`config.mk`:
```
export PLATFORM = sky130hd
export DESIGN_NAME = character_display_dirty_refresh_core_flat
export DESIGN_NICKNAME = d
export VERILOG_FILES = /design/src/sv/cdr_pkg.sv /design/src/sv/cdr_if.sv /design/src/sv/cdr_ram.sv /design/src/sv/cdr_datapath.sv /design/src/sv/cdr_ctrl.sv /design/src/sv/character_display_dirty_refresh_core.sv /design/src/flat_wrapper.sv
export SDC_FILE = /design/constraint.sdc
export NUM_CORES = 1
export LEC_CHECK = 0
export ABC_CLOCK_PERIOD_IN_PS = 5870
export BUFFER_PORTS_ARGS = -buffer_cell sky130_fd_sc_hd__buf_2
export CAP_MARGIN = 15
export CORE_MARGIN = 3
export CORE_UTILIZATION = 67
export DETAILED_ROUTE_END_ITERATION = 10
export GPL_TIMING_DRIVEN = 0
export PLACE_DENSITY_LB_ADDON = 0.2
export SYNTH_ARGS = -nofsm -noshare
export SYNTH_HDL_FRONTEND = slang
export SYNTH_SLANG_ARGS = --single-unit
```
`constraint.sdc`:
```
create_clock -name clock -period 5.87 [get_ports clock]
set_input_delay 0.2935 -clock clock [delete_from_list [all_inputs] [get_ports clock]]
set_output_delay 0.2935 -clock clock [all_outputs]
set_load 0.05 [all_outputs]
```
`src/sv/cdr_pkg.sv`:
```
`timescale 1ns / 1ps
`default_nettype none
// ----------------------------------------------------------------------------
// cdr_pkg
// Shared types and constants for the character display dirty refresh core.
// ----------------------------------------------------------------------------
package cdr_pkg;

   // Item field widths
   localparam int ROW_W  = 1;
   localparam int COL_W  = 4;
   localparam int CHAR_W = 8;

   // Request kinds
   localparam logic KIND_STORE   = 1'b0;
   localparam logic KIND_REFRESH = 1'b1;

   // Display command codes
   localparam logic CMD_CURSOR = 1'b0;
   localparam logic CMD_WRITE  = 1'b1;

   // Reset contents of every cell
   localparam logic [CHAR_W-1:0] SPACE_CHAR = 8'h20;

   // Commands from the controller to the datapath
   typedef struct packed {
      logic wr_cell;      // store the request character into wanted text
      logic scan_start;   // rewind the scan to the first cell
      logic scan_read;    // read both stores at the scan cell
      logic scan_check;   // compare the read cell, update shown text
      logic emit_cursor;  // queue a cursor command for the scan cell
      logic emit_write;   // queue a write command and step the scan
      logic flush;        // release the held command marked last
   } cdr_ctrl_type;

   // Status from the datapath to the controller
   typedef struct packed {
      logic differ;       // scan cell changed since last refresh
      logic cursor_here;  // display cursor already sits on the scan cell
      logic last_cell;    // scan cell is the final cell of the grid
      logic push_ok;      // a new command can be queued this cycle
      logic pend_valid;   // a command is held back for the last flag
      logic out_free;     // output register can load this cycle
   } cdr_stat_type;

endpackage
`default_nettype wire

```
`src/sv/cdr_if.sv`:
```
`timescale 1ns / 1ps
`default_nettype none
// ----------------------------------------------------------------------------
// cdr_req_if / cdr_rsp_if
// Valid/ready channels carrying request items and display command items.
// ----------------------------------------------------------------------------
interface cdr_req_if;
   import cdr_pkg::*;
   logic              valid;
   logic              ready;
   logic              kind;
   logic [ROW_W-1:0]  row;
   logic [COL_W-1:0]  col;
   logic [CHAR_W-1:0] char_code;

   modport source (output valid, kind, row, col, char_code, input ready);
   modport sink   (input valid, kind, row, col, char_code, output ready);
endinterface

interface cdr_rsp_if;
   import cdr_pkg::*;
   logic              valid;
   logic              ready;
   logic              command;
   logic [ROW_W-1:0]  cursor_row;
   logic [COL_W-1:0]  cursor_col;
   logic [CHAR_W-1:0] out_char;
   logic              last;

   modport source (output valid, command, cursor_row, cursor_col, out_char, last,
                   input ready);
   modport sink   (input valid, command, cursor_row, cursor_col, out_char, last,
                   output ready);
endinterface
`default_nettype wire

```
`src/sv/cdr_ram.sv`:
```
`timescale 1ns / 1ps
`default_nettype none
// ----------------------------------------------------------------------------
// cdr_ram
// Generic single write port, single read port RAM with registered read data.
// ----------------------------------------------------------------------------
module cdr_ram #(
   parameter int WIDTH = 8,
   parameter int DEPTH = 32
) (
   input  wire logic                     clock,
   input  wire logic                     wr_en,
   input  wire logic [$clog2(DEPTH)-1:0] wr_addr,
   input  wire logic [WIDTH-1:0]         wr_data,
   input  wire logic                     rd_en,
   input  wire logic [$clog2(DEPTH)-1:0] rd_addr,
   output logic      [WIDTH-1:0]         rd_data
);

   logic [WIDTH-1:0] mem_ff [DEPTH];
   logic [WIDTH-1:0] rd_data_ff;

   // Write port
   always_ff @(posedge clock) begin
      if (wr_en) begin
         mem_ff[wr_addr] <= wr_data;
      end
   end

   // Registered read port
   always_ff @(posedge clock) begin
      if (rd_en) begin
         rd_data_ff <= mem_ff[rd_addr];
      end
   end

   assign rd_data = rd_data_ff;

endmodule
`default_nettype wire

```
`src/sv/cdr_datapath.sv`:
```
`timescale 1ns / 1ps
`default_nettype none
// ----------------------------------------------------------------------------
// cdr_datapath
// Wanted and shown text stores, scan counters, cursor tracking, a one-deep
// hold stage that lets the final command carry the last flag, and the
// output register.
// ----------------------------------------------------------------------------
module cdr_datapath
   import cdr_pkg::*;
#(
   parameter int ROWS = 2,
   parameter int COLS = 16
) (
   input  wire logic              clock,
   input  wire logic              reset,
   input  wire cdr_ctrl_type      ctrl,
   output cdr_stat_type           stat,
   input  wire logic [ROW_W-1:0]  req_row,
   input  wire logic [COL_W-1:0]  req_col,
   input  wire logic [CHAR_W-1:0] req_char_code,
   input  wire logic              rsp_ready,
   output logic                   rsp_valid,
   output logic                   rsp_command,
   output logic [ROW_W-1:0]       rsp_cursor_row,
   output logic [COL_W-1:0]       rsp_cursor_col,
   output logic [CHAR_W-1:0]      rsp_out_char,
   output logic                   rsp_last
);

   localparam int CELLS = ROWS * COLS;
   localparam int AW    = $clog2(CELLS);
   localparam int RW    = (ROWS > 1) ? $clog2(ROWS) : 1;
   localparam int CW    = $clog2(COLS);

   // Cell valid bits: a cell never written reads as a space
   logic [CELLS-1:0] wanted_vld_ff, wanted_vld_in;
   logic [CELLS-1:0] shown_vld_ff, shown_vld_in;
   logic             wanted_vld_rd_ff, shown_vld_rd_ff;

   // Scan position and cursor tracking
   logic [AW-1:0] addr_ff, addr_in;
   logic [RW-1:0] row_ff, row_in;
   logic [CW-1:0] col_ff, col_in;
   logic          cursor_here_ff, cursor_here_in;
   logic [CHAR_W-1:0] char_ff;

   // Held command
   logic              pend_valid_ff, pend_valid_in;
   logic              pend_cmd_ff;
   logic [ROW_W-1:0]  pend_row_ff;
   logic [COL_W-1:0]  pend_col_ff;
   logic [CHAR_W-1:0] pend_char_ff;

   // Output register
   logic              out_valid_ff, out_valid_in;
   logic              out_cmd_ff;
   logic [ROW_W-1:0]  out_row_ff;
   logic [COL_W-1:0]  out_col_ff;
   logic [CHAR_W-1:0] out_char_ff;
   logic              out_last_ff;

   logic [AW-1:0]     wr_addr;
   logic              wr_in_grid;
   logic [CHAR_W-1:0] wanted_rd, shown_rd;
   logic [CHAR_W-1:0] wanted_char, shown_char;
   logic              end_of_row, out_free, push, emit, out_load;

   // Map the request cell to a store address
   assign wr_in_grid = (32'(req_row) < 32'(ROWS)) && (32'(req_col) < 32'(COLS));
   assign wr_addr    = AW'(req_row) * AW'(COLS) + AW'(req_col);

   cdr_ram #(.WIDTH(CHAR_W), .DEPTH(CELLS)) u_wanted_ram (
      .clock   (clock),
      .wr_en   (ctrl.wr_cell && wr_in_grid),
      .wr_addr (wr_addr),
      .wr_data (req_char_code),
      .rd_en   (ctrl.scan_read),
      .rd_addr (addr_ff),
      .rd_data (wanted_rd)
   );

   cdr_ram #(.WIDTH(CHAR_W), .DEPTH(CELLS)) u_shown_ram (
      .clock   (clock),
      .wr_en   (ctrl.scan_check && stat.differ),
      .wr_addr (addr_ff),
      .wr_data (wanted_char),
      .rd_en   (ctrl.scan_read),
      .rd_addr (addr_ff),
      .rd_data (shown_rd)
   );

   // Mark cells as written
   always_comb begin
      wanted_vld_in = wanted_vld_ff;
      shown_vld_in  = shown_vld_ff;
      if (ctrl.wr_cell && wr_in_grid) begin
         wanted_vld_in[wr_addr] = 1'b1;
      end
      if (ctrl.scan_check && stat.differ) begin
         shown_vld_in[addr_ff] = 1'b1;
      end
   end

   always_ff @(posedge clock) begin
      if (reset) begin
         wanted_vld_ff <= '0;
         shown_vld_ff  <= '0;
      end else begin
         wanted_vld_ff <= wanted_vld_in;
         shown_vld_ff  <= shown_vld_in;
      end
   end

   // Sample valid bits alongside the RAM read
   always_ff @(posedge clock) begin
      if (ctrl.scan_read) begin
         wanted_vld_rd_ff <= wanted_vld_ff[addr_ff];
         shown_vld_rd_ff  <= shown_vld_ff[addr_ff];
      end
   end

   assign wanted_char = wanted_vld_rd_ff ? wanted_rd : SPACE_CHAR;
   assign shown_char  = shown_vld_rd_ff  ? shown_rd  : SPACE_CHAR;

   // Advance the scan after a clean cell or after its write command
   assign end_of_row = (32'(col_ff) == 32'(COLS - 1));

   always_comb begin
      addr_in        = addr_ff;
      row_in         = row_ff;
      col_in         = col_ff;
      cursor_here_in = cursor_here_ff;
      if (ctrl.scan_start) begin
         addr_in        = '0;
         row_in         = '0;
         col_in         = '0;
         cursor_here_in = 1'b0;
      end else if ((ctrl.scan_check && !stat.differ) || ctrl.emit_write) begin
         addr_in        = addr_ff + AW'(1);
         cursor_here_in = ctrl.emit_write && !end_of_row;
         if (end_of_row) begin
            col_in = '0;
            row_in = row_ff + RW'(1);
         end else begin
            col_in = col_ff + CW'(1);
         end
      end
   end

   always_ff @(posedge clock) begin
      if (reset) begin
         addr_ff        <= '0;
         row_ff         <= '0;
         col_ff         <= '0;
         cursor_here_ff <= 1'b0;
      end else begin
         addr_ff        <= addr_in;
         row_ff         <= row_in;
         col_ff         <= col_in;
         cursor_here_ff <= cursor_here_in;
      end
   end

   // Capture the new character of a changed cell
   always_ff @(posedge clock) begin
      if (ctrl.scan_check) begin
         char_ff <= wanted_char;
      end
   end

   // Queue a new command; the held one moves to the output register
   assign out_free = !out_valid_ff || rsp_ready;
   assign emit     = ctrl.emit_cursor || ctrl.emit_write;
   assign push     = emit && pend_valid_ff;
   assign out_load = push || (ctrl.flush && pend_valid_ff);

   always_comb begin
      pend_valid_in = pend_valid_ff;
      if (emit) begin
         pend_valid_in = 1'b1;
      end else if (ctrl.flush) begin
         pend_valid_in = 1'b0;
      end
   end

   always_ff @(posedge clock) begin
      if (reset) begin
         pend_valid_ff <= 1'b0;
      end else begin
         pend_valid_ff <= pend_valid_in;
      end
   end

   always_ff @(posedge clock) begin
      if (ctrl.emit_cursor) begin
         pend_cmd_ff  <= CMD_CURSOR;
         pend_row_ff  <= ROW_W'(row_ff);
         pend_col_ff  <= COL_W'(col_ff);
         pend_char_ff <= '0;
      end else if (ctrl.emit_write) begin
         pend_cmd_ff  <= CMD_WRITE;
         pend_row_ff  <= '0;
         pend_col_ff  <= '0;
         pend_char_ff <= char_ff;
      end
   end

   // Output register
   always_comb begin
      out_valid_in = out_valid_ff;
      if (out_load) begin
         out_valid_in = 1'b1;
      end else if (rsp_ready) begin
         out_valid_in = 1'b0;
      end
   end

   always_ff @(posedge clock) begin
      if (reset) begin
         out_valid_ff <= 1'b0;
      end else begin
         out_valid_ff <= out_valid_in;
      end
   end

   always_ff @(posedge clock) begin
      if (out_load) begin
         out_cmd_ff  <= pend_cmd_ff;
         out_row_ff  <= pend_row_ff;
         out_col_ff  <= pend_col_ff;
         out_char_ff <= pend_char_ff;
         out_last_ff <= ctrl.flush;
      end
   end

   assign rsp_valid      = out_valid_ff;
   assign rsp_command    = out_cmd_ff;
   assign rsp_cursor_row = out_row_ff;
   assign rsp_cursor_col = out_col_ff;
   assign rsp_out_char   = out_char_ff;
   assign rsp_last       = out_last_ff;

   // Status to the controller
   assign stat.differ      = (wanted_char != shown_char);
   assign stat.cursor_here = cursor_here_ff;
   assign stat.last_cell   = (32'(addr_ff) == 32'(CELLS - 1));
   assign stat.push_ok     = !pend_valid_ff || out_free;
   assign stat.pend_valid  = pend_valid_ff;
   assign stat.out_free    = out_free;

endmodule
`default_nettype wire

```
`src/sv/cdr_ctrl.sv`:
```
`timescale 1ns / 1ps
`default_nettype none
// ----------------------------------------------------------------------------
// cdr_ctrl
// Controller: takes request items and sequences the refresh scan, one cell
// at a time, through read, compare and command steps.
// ----------------------------------------------------------------------------
module cdr_ctrl
   import cdr_pkg::*;
(
   input  wire logic         clock,
   input  wire logic         reset,
   input  wire logic         req_valid,
   input  wire logic         req_kind,
   output logic              req_ready,
   input  wire cdr_stat_type stat,
   output cdr_ctrl_type      ctrl
);

   localparam logic [2:0] ST_IDLE   = 3'd0;
   localparam logic [2:0] ST_READ   = 3'd1;
   localparam logic [2:0] ST_CHECK  = 3'd2;
   localparam logic [2:0] ST_CURSOR = 3'd3;
   localparam logic [2:0] ST_WRITE  = 3'd4;
   localparam logic [2:0] ST_FLUSH  = 3'd5;

   logic [2:0] state_ff, state_in;
   logic       accept;

   assign req_ready = (state_ff == ST_IDLE);
   assign accept    = req_valid && req_ready;

   // Next state and datapath commands
   always_comb begin
      state_in = state_ff;
      ctrl     = '0;
      case (state_ff)
         ST_IDLE: begin
            if (accept) begin
               if (req_kind == KIND_REFRESH) begin
                  ctrl.scan_start = 1'b1;
                  state_in        = ST_READ;
               end else begin
                  ctrl.wr_cell = 1'b1;
               end
            end
         end
         ST_READ: begin
            ctrl.scan_read = 1'b1;
            state_in       = ST_CHECK;
         end
         ST_CHECK: begin
            ctrl.scan_check = 1'b1;
            if (stat.differ) begin
               state_in = stat.cursor_here ? ST_WRITE : ST_CURSOR;
            end else begin
               state_in = stat.last_cell ? ST_FLUSH : ST_READ;
            end
         end
         ST_CURSOR: begin
            if (stat.push_ok) begin
               ctrl.emit_cursor = 1'b1;
               state_in         = ST_WRITE;
            end
         end
         ST_WRITE: begin
            if (stat.push_ok) begin
               ctrl.emit_write = 1'b1;
               state_in        = stat.last_cell ? ST_FLUSH : ST_READ;
            end
         end
         ST_FLUSH: begin
            // hold until the final command can enter the output register
            if (!stat.pend_valid) begin
               state_in = ST_IDLE;
            end else if (stat.out_free) begin
               ctrl.flush = 1'b1;
               state_in   = ST_IDLE;
            end
         end
         default: begin
            state_in = ST_IDLE;
         end
      endcase
   end

   always_ff @(posedge clock) begin
      if (reset) begin
         state_ff <= ST_IDLE;
      end else begin
         state_ff <= state_in;
      end
   end

endmodule
`default_nettype wire

```
`src/sv/character_display_dirty_refresh_core.sv`:
```
`timescale 1ns / 1ps
`default_nettype none
// Store item: a new one accepted every cycle while no refresh is running, no result.
// Refresh item: accepted, then each grid cell is read and compared, each command is queued
//   and the final command is released; scan reads one cell per pass through the RAMs.
// Each command waits in the hold stage until the next command or the final flush moves it on.
// Reset: synchronous; both text stores read as spaces, no command pending.
// ----------------------------------------------------------------------------
// character_display_dirty_refresh_core
// Shadow-buffered character display refresh: sends cursor and write commands
// only for cells whose wanted text differs from the text already shown.
// ----------------------------------------------------------------------------
module character_display_dirty_refresh_core
   import cdr_pkg::*;
#(
   parameter int ROWS = 2,
   parameter int COLS = 16
) (
   input wire logic  clock,
   input wire logic  reset,
   cdr_req_if.sink   req_chan,
   cdr_rsp_if.source rsp_chan
);

   cdr_ctrl_type ctrl;
   cdr_stat_type stat;

   cdr_ctrl u_ctrl (
      .clock     (clock),
      .reset     (reset),
      .req_valid (req_chan.valid),
      .req_kind  (req_chan.kind),
      .req_ready (req_chan.ready),
      .stat      (stat),
      .ctrl      (ctrl)
   );

   cdr_datapath #(.ROWS(ROWS), .COLS(COLS)) u_datapath (
      .clock          (clock),
      .reset          (reset),
      .ctrl           (ctrl),
      .stat           (stat),
      .req_row        (req_chan.row),
      .req_col        (req_chan.col),
      .req_char_code  (req_chan.char_code),
      .rsp_ready      (rsp_chan.ready),
      .rsp_valid      (rsp_chan.valid),
      .rsp_command    (rsp_chan.command),
      .rsp_cursor_row (rsp_chan.cursor_row),
      .rsp_cursor_col (rsp_chan.cursor_col),
      .rsp_out_char   (rsp_chan.out_char),
      .rsp_last       (rsp_chan.last)
   );

endmodule
`default_nettype wire

```
`src/flat_wrapper.sv`:
```
// flat-port wrapper written by rule: the top's interface ports become plain ports
module character_display_dirty_refresh_core_flat import cdr_pkg::*;
#(
   parameter int ROWS = 2,
   parameter int COLS = 16
)
  (clock, reset, req_chan_valid, req_chan_kind, req_chan_row, req_chan_col, req_chan_char_code, req_chan_ready, rsp_chan_valid, rsp_chan_command, rsp_chan_cursor_row, rsp_chan_cursor_col, rsp_chan_out_char, rsp_chan_last, rsp_chan_ready);
  cdr_req_if req_chan_i ();
  cdr_rsp_if rsp_chan_i ();
  input wire logic clock;
  input wire logic reset;
  input wire logic [$bits(req_chan_i.valid)-1:0] req_chan_valid;
  input wire logic [$bits(req_chan_i.kind)-1:0] req_chan_kind;
  input wire logic [$bits(req_chan_i.row)-1:0] req_chan_row;
  input wire logic [$bits(req_chan_i.col)-1:0] req_chan_col;
  input wire logic [$bits(req_chan_i.char_code)-1:0] req_chan_char_code;
  output wire logic [$bits(req_chan_i.ready)-1:0] req_chan_ready;
  output wire logic [$bits(rsp_chan_i.valid)-1:0] rsp_chan_valid;
  output wire logic [$bits(rsp_chan_i.command)-1:0] rsp_chan_command;
  output wire logic [$bits(rsp_chan_i.cursor_row)-1:0] rsp_chan_cursor_row;
  output wire logic [$bits(rsp_chan_i.cursor_col)-1:0] rsp_chan_cursor_col;
  output wire logic [$bits(rsp_chan_i.out_char)-1:0] rsp_chan_out_char;
  output wire logic [$bits(rsp_chan_i.last)-1:0] rsp_chan_last;
  input wire logic [$bits(rsp_chan_i.ready)-1:0] rsp_chan_ready;
  assign req_chan_i.valid = req_chan_valid;
  assign req_chan_i.kind = req_chan_kind;
  assign req_chan_i.row = req_chan_row;
  assign req_chan_i.col = req_chan_col;
  assign req_chan_i.char_code = req_chan_char_code;
  assign req_chan_ready = req_chan_i.ready;
  assign rsp_chan_valid = rsp_chan_i.valid;
  assign rsp_chan_command = rsp_chan_i.command;
  assign rsp_chan_cursor_row = rsp_chan_i.cursor_row;
  assign rsp_chan_cursor_col = rsp_chan_i.cursor_col;
  assign rsp_chan_out_char = rsp_chan_i.out_char;
  assign rsp_chan_last = rsp_chan_i.last;
  assign rsp_chan_i.ready = rsp_chan_ready;
  character_display_dirty_refresh_core #(.ROWS(ROWS), .COLS(COLS)) u_core (.clock(clock), .reset(reset), .req_chan(req_chan_i), .rsp_chan(rsp_chan_i));
endmodule
```
Word level (Yosys, flattened, before mapping)
Memories as Yosys holds them, arrays and structs flattened. A register that Yosys moved wholly into a read port is not among the register bits. Index checks and enable logic that the tools add are counted.

RAM bits: 512. Latch bits: 0. Logic and storage cells: 115. Memories: 2. Input bits: 18. Bits in read-only memories: 0. Register bits after elaboration: 119. Output and inout bits: 17.

Equal/unequal tests: 13. Reductions and logical operators: 24. Shift-type cells: 0. Multiply operators: 0. Bitwise gates (word level): 2. Magnitude comparators: 4. Divide/modulo/power cells: 0. Muxes and demuxes: 45. Add/subtract/negate cells: 4.

Memories: u_core.u_datapath.u_shown_ram.mem_ff (words 32, width 8, read ports 1, clocked after memory_dff 1, wr ports 1, line cdr_ram.sv:20) `logic [WIDTH-1:0] mem_ff [DEPTH];`; u_core.u_datapath.u_wanted_ram.mem_ff (words 32, width 8, read ports 1, clocked after memory_dff 1, wr ports 1, line cdr_ram.sv:20).

Operators with widths (count): $or A32 B32 Y32 (2); $mux W3 (9); $mux W1 (24); $pmux W3 S6 (1); $mux W8 (2); $lt A5 B6 Y1 const B (2); $mux W4 (3); $bmux W1 S5 (2); $demux W1 S5 (2); $ge A5 B1 Y1 const B (2); $logic_and A1 B1 Y1 (8); $ne A8 B8 Y1 (1); $eq A3 B2 Y1 const B (2); $eq A3 B3 Y1 const B (2); $ne A2 B1 Y1 const B (3); $reduce_bool A2 Y1 (3); $add A5 B1 Y5 const B (1); $add A5 B4 Y5 (1); $eq A5 B5 Y1 const B (1); $logic_or A1 B1 Y1 (5); $reduce_and A5 Y1 (1); $add A4 B1 Y4 const B (1); $eq A4 B4 Y1 const B (1); $logic_not A1 Y1 (4); 8 further kinds (9).

Logic depth before layout (Yosys ltp)
Depth after elaboration: 9. Depth in mapped cells: 9.

Hierarchy
From an unflattened synthesis, not the netlist that was laid out.

Cell total of the unflattened synthesis: 1331. Area, all modules: 25298.0 sq um.

By module, submodules not included: cdr_ram (area each 10133.5 sq um, times used 2, sequential area each 7927.6 sq um, cells an instance 417); cdr_datapath (area each 4733.3 sq um, times used 1, sequential area each 2622.5 sq um, cells an instance 456); cdr_ctrl (area each 297.8 sq um, times used 1, sequential area each 60.1 sq um, cells an instance 41).

Worst setup path before layout
Ideal clock, no wire load.

Path type: reg-to-reg. Start: register u_core.u_ctrl.state_ff[1]. End: register u_core.u_datapath.addr_ff[0]. Library setup time: 0.128 ns. Setup slack: 3.377 ns. Data required time: 5.742 ns. Data arrival time: 2.365 ns. Period minus slack after synthesis: 2.493 ns. Path buffers: 2. Cell stages (with the launch flop): 6. Cell sequence: dfxtp_1 clkbuf_1 nor3_1 a31o_2 clkbuf_1 nor2_1.

Word-level cells in the longest chain between the ends: 5. Elaborated cells on any way between the ends: 11. Those cells by class: eq/ne (2); mux (4); reduce/logical (5).

RTL lines: start: declaration (line cdr_ctrl.sv:27) `logic [2:0] state_ff, state_in;`; start signal: assignment (line cdr_ctrl.sv:91) `state_ff <= state_in;`; $logic_not A3 Y1 * (line cdr_ctrl.sv:30) `assign req_ready = (state_ff == ST_IDLE);`; named net req_chan_ready (line flat_wrapper.sv:17) `output wire logic [$bits(req_chan_i.ready)-1:0] req_chan_ready;`; $logic_and A1 B1 Y1 (line cdr_ctrl.sv:31) `assign accept = req_valid && req_ready;`; $mux W2 (line cdr_ctrl.sv:39) `if (accept) begin`; $mux W2 * (line cdr_ctrl.sv:37) `case (state_ff)`; $reduce_or A2 Y1 (no source line) *; end signal: assignment (line cdr_datapath.sv:158) `addr_ff <= addr_in;`; end: declaration (line cdr_datapath.sv:42) `logic [AW-1:0] addr_ff, addr_in;`.

Mark *: on every way through the listed nets, which the timed path passes. The rest lies on a longest branch. A chain may end at the register's enable or synchronous reset.

Final worst setup path
Start: register u_core.u_datapath.addr_ff[1]. End: memory u_core.u_datapath.u_shown_ram.mem_ff[25][5], enable pin.

RTL lines (line): end: declaration (cdr_ram.sv:20).

Straight into the memory's write port.

==> results.json <==
{
  "critical_path.slowest_cell": "buf_1",
  "cts_setup_buffers": 0,
  "worstPathMaxFanout": 10,
  "detailedRoute.firstPassIterationCount": 7,
  "floorplan.die.height_um": 199,
  "register_area_um2": 18500,
  "initial_utilization": 0.688,
  "timing.reg2reg.worst_path_depth": 7,
  "wl_per_cell_um": 31.0,
  "synth.net_count": 1382,
  "fraction_of_layout_instances_using_a_drive_strength_above_1": 0.220,
  "timing.critical_path.max_delay_family": "buffers and inverters",
  "fp-row-count": 69,
  "wire_length_on_met3_um": 8420,
  "yosys.cell_types.count": 50,
  "worstSetupPathType": "flip-flop to flip-flop",
  "finalClockSkew_ns": 0.0166,
  "synth-main-ff-cell": "edfxtp_1",
  "synth_edf_count": 558,
  "tns_setup_ns": 0,
  "initialDrtViolationCount": 1963,
  "setup.worst_path.end_class": "flip-flop",
  "stage_delay_of_the_slowest_cell_on_the_critical_path_ns": 0.74,
  "yosysWarnings": 0,
  "grt_max_degree": 34,
  "period_minus_slack_ns": 3.49,
  "design.die.area_um2": 39400,
  "rsz_0062_raised_after_global_routing": "false",
  "min_path_type": "input port to flip-flop",
  "io_pins": 35,
  "synthesized_area_um2": 24800,
  "grtUsageTotal": 0.316,
  "least_margin_pin_slew_ns": 1.20,
  "timing.critical_path.required_ns": 6.16,
  "cts_tree": "built",
  "maxSlewHeadroom": 0.200,
  "met2_wirelength_um": 28200,
  "routed-via-count": 14100,
  "yosys_register_bits": 647,
  "dpl-instance-area_um2": 25700,
  "worstSetupStartpointType": "flip-flop",
  "final.period_utilization": 0.595,
  "cp_num_buf_inv": 4,
  "grt.overflow.total": 0,
  "antenna_left": 0,
  "cts_inserted_buffers": 60,
  "initial_antenna_violation_count": 2,
  "cap_viol_max_count": 0,
  "critical_path_arrival_ns": 3.79,
  "maximum_vdd_drop_mv": 0.276,
  "status": "complete, no violations",
  "timing.final.max_slew_violations": 0,
  "post_cts_sizing": 0,
  "via_count_of_the_first_global_routing_pass": 13900,
  "met1_length_um": 22200,
  "routed.top_layer": "met4",
  "global_route_wire_length_before_repair_um": 89500,
  "htree_num_levels": 2,
  "insertion_delay_ns": 0.61,
  "drt-vias-per-instance": 7.10,
  "cts.sinks": 647,
  "hold_ws_ns": 0.0989,
  "leakage_nw": 8.72,
  "coreArea_um2": 36100,
  "drc_errors": 0,
  "final-setup-viol-count": 0,
  "place_congestion": 0.896,
  "fp.dieW_um": 199,
  "postSynthAreaPerCell_um2": 18.3,
  "share_of_the_yosys_chip_area_belonging_to_registers": 0.746,
  "fmax_mhz": 286,
  "postSynthCellCount": 1358,
  "worstPathCellList": "clkbuf_1, buf_1, inv_1, ha_1, nand2_1, buf_2, nor2_1",
  "worst_hold_path_cells": 3,
  "finish.net_count": 1491,
  "asyncSetResetFlopFracSynth": 0,
  "postLayoutCellArea_um2": 28000,
  "area_growth_pct": 12.6,
  "post-dp-hpwl_um": 37600,
  "cts-root-buf": "clkbuf_16",
  "route.final.wire_length_um": 61400,
  "io_buffer_count": 34,
  "cts.path.max_buffers": 3,
  "postCtsHoldBufs": 0,
  "worst-path-stages": 7,
  "power-per-cell-area_nw_per_um2": 352,
  "clkSlewWorstSetupHoldPaths_ns": 0.07,
  "report.final.hold_viol_count": 0,
  "multiInputGateArea_um2": 5870,
  "filler_cell_count": 1903
}
-- flip-flops by register name, summed over array words and instances, names as in the netlist, 3 cells and up --
register                                flops
u_core.u_ctrl.state_ff                      3
u_core.u_datapath.addr_ff                   5
u_core.u_datapath.char_ff                   8
u_core.u_datapath.col_ff                    4
u_core.u_datapath.pend_char_ff              8
u_core.u_datapath.pend_col_ff               4
u_core.u_datapath.rsp_cursor_col            4
u_core.u_datapath.rsp_out_char              8
u_core.u_datapath.shown_vld_ff             32
u_core.u_datapath.u_shown_ram.mem_ff      256
u_core.u_datapath.u_shown_ram.rd_data       8
u_core.u_datapath.u_wanted_ram.mem_ff     256
u_core.u_datapath.u_wanted_ram.rd_data      8
u_core.u_datapath.wanted_vld_ff            32
-- worst paths after layout --
path | slack [ns] | start | to
max | 2.38 | u_core.u_datapath.addr_ff[1] | u_core.u_datapath.u_shown_ram.mem_ff[25][5]
min | 0.1 | rsp_chan_ready | u_core.u_datapath.rsp_valid
max reg2reg | 2.38 | u_core.u_datapath.addr_ff[1] | u_core.u_datapath.u_shown_ram.mem_ff[25][5]
min reg2reg | 0.42 | u_core.u_datapath.pend_col_ff[2] | u_core.u_datapath.rsp_cursor_col[2]
-- power breakdown --
part / switching, W / internal, W / leakage (nW)
combinational: 0.000351 / 0.000169 / 1.91
clock: 0.00166 / 0.00247 / 1.02
sequential: 0.0000521 / 0.00514 / 5.78
-- final cells by class --
type / count / share of cell area
sequential: 647 / 0.663
buffer: 72 / 0.0108
clock buffer: 75 / 0.0575
timing repair buffer: 47 / 0.0149
inverter: 40 / 0.00537
tap: 461 / 0.0206
multi-input combinational: 599 / 0.210
antenna: 2 / 0.000179
clock inverter: 36 / 0.0177
-- synthesized netlist by cell type (2+ instances only) --
cell type | instances | area, um2
nand2_1 | 55 | 206
xor2_1 | 4 | 35.0
nand4_1 | 19 | 119
nor3b_1 | 2 | 15.0
ha_1 | 6 | 75.1
nand2b_1 | 14 | 87.6
o32ai_1 | 2 | 17.5
nor3_1 | 8 | 40.0
nand4bb_1 | 3 | 33.8
or3b_2 | 2 | 17.5
a22oi_1 | 77 | 578
buf_1 | 5 | 18.8
o22ai_1 | 32 | 200
or3_1 | 6 | 37.5
nand3_1 | 7 | 35.0
o21ai_0 | 16 | 80.1
o21ba_2 | 10 | 100
edfxtp_1 | 558 | 16800
nor2b_1 | 2 | 12.5
o22a_1 | 2 | 17.5
and3b_1 | 2 | 17.5
or2_2 | 3 | 18.8
mux4_2 | 144 | 3240
nor2_1 | 124 | 465
inv_1 | 40 | 150
a31oi_1 | 2 | 12.5
buf_2 | 24 | 120
nand3b_1 | 3 | 22.5
clkbuf_1 | 42 | 158
o32a_1 | 2 | 20.0
dfxtp_1 | 89 | 1780
and2_1 | 13 | 81.3
a21oi_1 | 23 | 115
-- per-layer routing --
metal,vias up,GRT usage
met5,-,0
met4,0,0.122
met3,185,0.0867
met2,1123,0.476
met1,7092,0.456
li1,5655,-
-- cell usage in the layout (no fill, tap or decap), types with 4 or more instances in the layout --
cell,n
clkbuf_1,53
dfxtp_1,89
nand3_1,7
buf_6,4
mux4_2,144
nor2_1,124
a21oi_1,23
clkinv_4,4
buf_2,58
o21ai_0,16
buf_1,5
o22ai_1,32
or3_1,6
clkinv_2,9
inv_1,40
ha_1,6
nand4_1,19
nor3_1,6
edfxtp_1,558
clkbuf_16,62
and2_1,13
nand2b_1,14
a22oi_1,77
clkinv_1,8
buf_16,5
nand2_1,55
bufinv_16,12
xor2_1,4
o21ba_2,10
-- stage by stage --
stage          total power [W]  setup WS [ns]  instances   util
6_report               0.00984           2.38       1979  0.775
5_1_grt                 0.0101           2.27       1977  0.775
4_1_cts                0.00983           2.47       1968  0.770
3_5_place_dp           0.00577           2.51       1857  0.712
3_3_place_gp           0.00572           2.54       1853  0.709
2_1_floorplan          0.00556           3.38       1358      -
-- cells by family after synthesis --
family	synth area share
flip-flops	0.746
AND/OR/NAND/NOR	0.0506
AO/OA/AOI/OAI	0.0491
multiplexers	0.131
buffers and inverters	0.0182
adder cells (fa/ha/maj)	0.00302
XOR/XNOR	0.00176
-- worst min-delay path, cell delays in order --
cell      delay, ns
buf_2          0.07
nand2b_1       0.20
a21oi_1        0.09
Note: power is estimated with default switching activity, not from simulation.
